<file path="src/sv/smx_pkg.sv">
// Shared types and constants of the stack machine executor.
package smx_pkg;

  typedef enum logic [3:0] {
    OP_PUSH = 4'd0,
    OP_JUMP = 4'd1,
    OP_EMIT = 4'd2,
    OP_ADD  = 4'd3,
    OP_SUB  = 4'd4,
    OP_DIV  = 4'd5,
    OP_MUL  = 4'd6,
    OP_HALT = 4'd7
  } op_t;

  typedef enum logic [2:0] {
    ST_OK      = 3'd0,
    ST_HALTED  = 3'd1,
    ST_UNKNOWN = 3'd2,
    ST_UNDER   = 3'd3,
    ST_OVER    = 3'd4,
    ST_DIVZERO = 3'd5,
    ST_LIMIT   = 3'd6,
    ST_STOPPED = 3'd7
  } status_t;

  typedef struct packed {
    logic start;
    op_t  op;
  } alu_ctl_t;

  localparam logic [15:0] STEP_LIMIT_RESET = 16'd2000;

endpackage

</file>
<file path="src/sv/smx_alu.sv">
// Shared arithmetic unit: add and subtract with a registered result, multiply from
// 32x32 partial products, divide one quotient bit per cycle.
module smx_alu
  import smx_pkg::*;
(
  input  logic        clk,
  input  logic        rst_n,
  input  alu_ctl_t    ctl,
  input  logic [63:0] opa,
  input  logic [63:0] opb,
  output logic        done,
  output logic [63:0] res
);

  typedef enum logic [2:0] {
    AS_IDLE = 3'b001,
    AS_MUL  = 3'b010,
    AS_DIV  = 3'b100
  } alu_state_t;

  alu_state_t  state_r;
  logic [5:0]  cnt_r;
  logic        done_r;
  logic [63:0] a_r;
  logic [63:0] b_r;
  logic [63:0] rem_r;
  logic [63:0] prod_r;
  logic [63:0] acc_r;

  logic [31:0] mul_a;
  logic [31:0] mul_b;
  logic [63:0] mul_p;
  logic [64:0] rem_sh;
  logic [64:0] diff;
  logic        q_bit;

  // Partial products: low x low, low x high, high x low. The high x high
  // term falls entirely above bit 63.
  assign mul_a  = (cnt_r[1:0] == 2'd2) ? a_r[63:32] : a_r[31:0];
  assign mul_b  = (cnt_r[1:0] == 2'd1) ? b_r[63:32] : b_r[31:0];
  assign mul_p  = {32'b0, mul_a} * {32'b0, mul_b};

  assign rem_sh = {rem_r, a_r[63]};
  assign diff   = rem_sh - {1'b0, b_r};
  assign q_bit  = ~diff[64];

  always_ff @(posedge clk) begin
    if (!rst_n) begin
      state_r <= AS_IDLE;
      cnt_r   <= '0;
      done_r  <= 1'b0;
    end else begin
      done_r <= 1'b0;
      case (state_r)
        AS_IDLE: begin
          if (ctl.start) begin
            a_r   <= opa;
            b_r   <= opb;
            rem_r <= '0;
            cnt_r <= '0;
            case (ctl.op)
              OP_ADD: begin
                acc_r  <= opa + opb;
                done_r <= 1'b1;
              end
              OP_SUB: begin
                acc_r  <= opa - opb;
                done_r <= 1'b1;
              end
              OP_MUL:  state_r <= AS_MUL;
              OP_DIV:  state_r <= AS_DIV;
              default: begin
                acc_r  <= '0;
                done_r <= 1'b1;
              end
            endcase
          end
        end
        AS_MUL: begin
          prod_r <= mul_p;
          cnt_r  <= cnt_r + 6'd1;
          case (cnt_r[1:0])
            2'd0:    acc_r <= '0;
            2'd1:    acc_r <= prod_r;
            2'd2:    acc_r <= acc_r + {prod_r[31:0], 32'b0};
            default: begin
              acc_r   <= acc_r + {prod_r[31:0], 32'b0};
              done_r  <= 1'b1;
              state_r <= AS_IDLE;
            end
          endcase
        end
        AS_DIV: begin
          rem_r <= q_bit ? diff[63:0] : rem_sh[63:0];
          a_r   <= {a_r[62:0], q_bit};
          cnt_r <= cnt_r + 6'd1;
          if (cnt_r == 6'd63) begin
            acc_r   <= {a_r[62:0], q_bit};
            done_r  <= 1'b1;
            state_r <= AS_IDLE;
          end
        end
        default: state_r <= AS_IDLE;
      endcase
    end
  end

  assign done = done_r;
  assign res  = acc_r;

endmodule

</file>
<file path="config.mk">
export PLATFORM = sky130hd
export DESIGN_NAME = smx_alu
export DESIGN_NICKNAME = d
export VERILOG_FILES = /design/src/sv/smx_pkg.sv /design/src/sv/smx_alu.sv
export SDC_FILE = /design/constraint.sdc
export NUM_CORES = 2
export LEC_CHECK = 0
export BUFFER_PORTS_ARGS = -buffer_cell sky130_fd_sc_hd__buf_2
export CAP_MARGIN = 20
export CORE_MARGIN = 2
export CORE_UTILIZATION = 40
export CTS_BUF_LIST = sky130_fd_sc_hd__clkbuf_8
export DETAILED_ROUTE_END_ITERATION = 7
export HOLD_SLACK_MARGIN = 0.1
export PLACE_DENSITY = 0.63
export SETUP_SLACK_MARGIN = 0.5
export SYNTH_ARGS = -nofsm -noshare
export SYNTH_HDL_FRONTEND = slang
export SYNTH_SLANG_ARGS = --single-unit
</file>
<file path="constraint.sdc">
create_clock -name clk -period 19.2 [get_ports clk]
set_input_delay 0.96 -clock clk [delete_from_list [all_inputs] [get_ports clk]]
set_output_delay 0.96 -clock clk [all_outputs]
set_load 0.005 [all_outputs]
</file>
==> results.ini <==
[cts]
root_buffer=clkbuf_8
cts-buffers-inserted=58
cts-htree-levels=2
postCtsSetupBuffers=0
postCtsHoldBufs=0
clock_sinks=330
clk_latency_ns=0.76
clkTransAtPathRegs_ns=0.07
cts_repair_resize_count=0
cts_buffer_depth=3
cts_tree=built

[synth]
synth_edf_count=320
ys_ff_latch=330
yosysSeqAreaShare=0.1743
synthArstFlopShare=0
synth_area_leaders=fa_1 (32%), edfxtp_1 (17%), ha_1 (9.5%), inv_1 (6.7%), nand2_1 (5.8%)
synth_nets=7776
yosysTopAreaCellShare=0.3198
synth.avg_cell_area_um2=8.910
netlist_instances=6316
ys.flop_type=edfxtp_1
synth_cell_types=90
synth.largest_area_cell=fa_1
yosys_warnings=0
netlist_area_um2=56270

[floorplan]
core_um2=139500
io_pins=200
fp.dieW_um=379.1
start_util=0.4033
rows=137
die_h_um=379.1
dieArea_um2=143700

[run_status]
status=completed

[timing]
worst_slack_ns=8.930
clock.fmax_mhz=97.37
skew_ns=0.08671
final_max_slew_viol_count=0
worst_pin_slew_ns=1.062
slew_headroom=0.2767
period_minus_slack_ns=10.27
hold_slack_ns=0.4889
setup_violations=0
hold_violations=0
period_share=0.5349
rsz0062_at_grt=false
tns_ns=0

[route]
wl_um=223100
wl_per_cell_um=26.78
detail-route-antenna-nets=0
drt_pass1_iterations=8
vias=48150
drt_iter0_drc=5438
via_per_inst=5.778
drc=0

[critical_path]
crit_type=register to register
required_ns=19.83
crit_buf_inv=5
critPathCaptureType=register
cp_max_fo=88
crit_arrival_ns=10.90
reg2reg_depth=28
crit_path_top_delay_cell=o21a_1
startpoint_type=register
worst-path-stages=28
critPathTopFamily=adder cells
timing.critical_path.mode_cell=fa_1
max_stage_delay_ns=0.93

[flow_run]
cap_violations=0

[placement]
pre_cts_slack_ns=8.913
port_buffers=199
hpwl_um=179000
routabilityCongestion=1.006
detailed_place.area_um2=59580

[global_routing]
grt_max_degree=89
grt_overflow=0
grt_use_total=0.3107
antenna_found_initial=23
grt_pass1_vias=48210
grt_first_pass_wirelength_um=323900

[layout]
design_area_um2=60830
nNetsFinal=7858
drive_gt1_frac=0.07759
syn2layout_area_growth_pct=8.100

[hold_path]
hold_path_class=input pin to register
whs_path_depth=1

-- cells in the final DEF (no fill, tap or decap), drive strengths merged, types with 17 or more instances in the layout --
cell,instances
mux2,34
a222oi,20
ha,426
xnor2,156
a211oi,28
nand3,70
mux2i,79
a31oi,33
o31ai,28
o21bai,47
nand2,874
a21oi,283
inv,1015
o21ai,193
nand4,59
xor2,109
a21o,127
nor3,44
o211ai,51
edfxtp,320
nand2b,31
nor2b,30
buf,311
fa,899
nor4,21
clkbuf,59
o21a,59
nor2,780
clkinv,22
o221ai,17
and3,37
-- metal layers --
| metal | global-route usage | vias up | wire [um] |
|---|---|---|---|
| li1 | - | 20590 | - |
| met1 | 0.4081 | 24150 | 86440 |
| met2 | 0.4726 | 2814 | 97080 |
| met3 | 0.07163 | 573 | 24220 |
| met4 | 0.1729 | 16 | 15270 |
| met5 | 0 | - | 120 |
-- final timing paths --
kind	from	to	slack [ns]
max	cnt_r[1]	prod_r[63]	8.93
max reg2reg	cnt_r[1]	prod_r[63]	8.93
min	opb[50]	b_r[50]	0.49
min reg2reg	cnt_r[5]	cnt_r[5]	0.52
-- stage by stage --
| stage | utilization | instances |
|---|---|---|
| after CTS | 0.4357 | 8319 |
| after global placement | 0.4270 | 8212 |
| after floorplan | - | 6316 |
| after global routing | 0.4358 | 8322 |
| final | 0.4360 | 8333 |
| after detailed placement | 0.4270 | 8213 |
-- layout make-up --
class / count / area (um2)
fill: 13820 / 78700
clock buffer: 58 / 798.3
timing repair buffer: 312 / 1842
inverter: 997 / 3742
sequential: 330 / 9809
antenna: 13 / 32.53
clock inverter: 48 / 414.1
multi-input combinational: 4699 / 41850
tap: 1876 / 2347
-- worst register-to-register path: cells and delay by family (launching register included) --
kind / cells / cell delay [ns]
AOI/OAI and AO/OA: 8 / 2.64
adders and majority gates: 10 / 4.87
and+or+nand+nor: 5 / 1.04
buffers and inverters: 5 / 1.23
DFF: 1 / 0.36
-- flip-flops by register name, summed over array words and instances, names as in the netlist --
register  cells
a_r          64
b_r          64
cnt_r         6
done          1
prod_r       64
rem_r        64
res          64
state_r       3
-- cell usage after synthesis (all sizes together), types with 34 or more instances --
master,n
o21bai,47
fa,899
nand4,59
o21ai,193
nand3,70
mux2,34
buf,41
mux2i,79
nor2,780
ha,426
o21a,59
xnor2,156
nand2,874
xor2,109
edfxtp,320
a21oi,283
inv,997
and3,37
nor3,44
a21o,127
clkbuf,249
o211ai,51
-- logic make-up (layout without fill, tap and decap cells) --
| family | Yosys count | after routing | share of synthesized area |
|---|---|---|---|
| and+or+nand+nor | 2007 | 2007 | 0.1483 |
| adders and majority gates | 1325 | 1325 | 0.4145 |
| buffers and inverters | 1287 | 1415 | 0.08654 |
| AOI/OAI and AO/OA | 989 | 989 | 0.1139 |
| DFF | 330 | 330 | 0.1743 |
| xor gates and xnor gates | 265 | 265 | 0.04125 |
| muxes | 113 | 113 | 0.02115 |
| other | 0 | 13 | 0 |
Power is not shown: default switching activity piles up to over one toggle a cycle in this logic, so the estimate is an artifact.
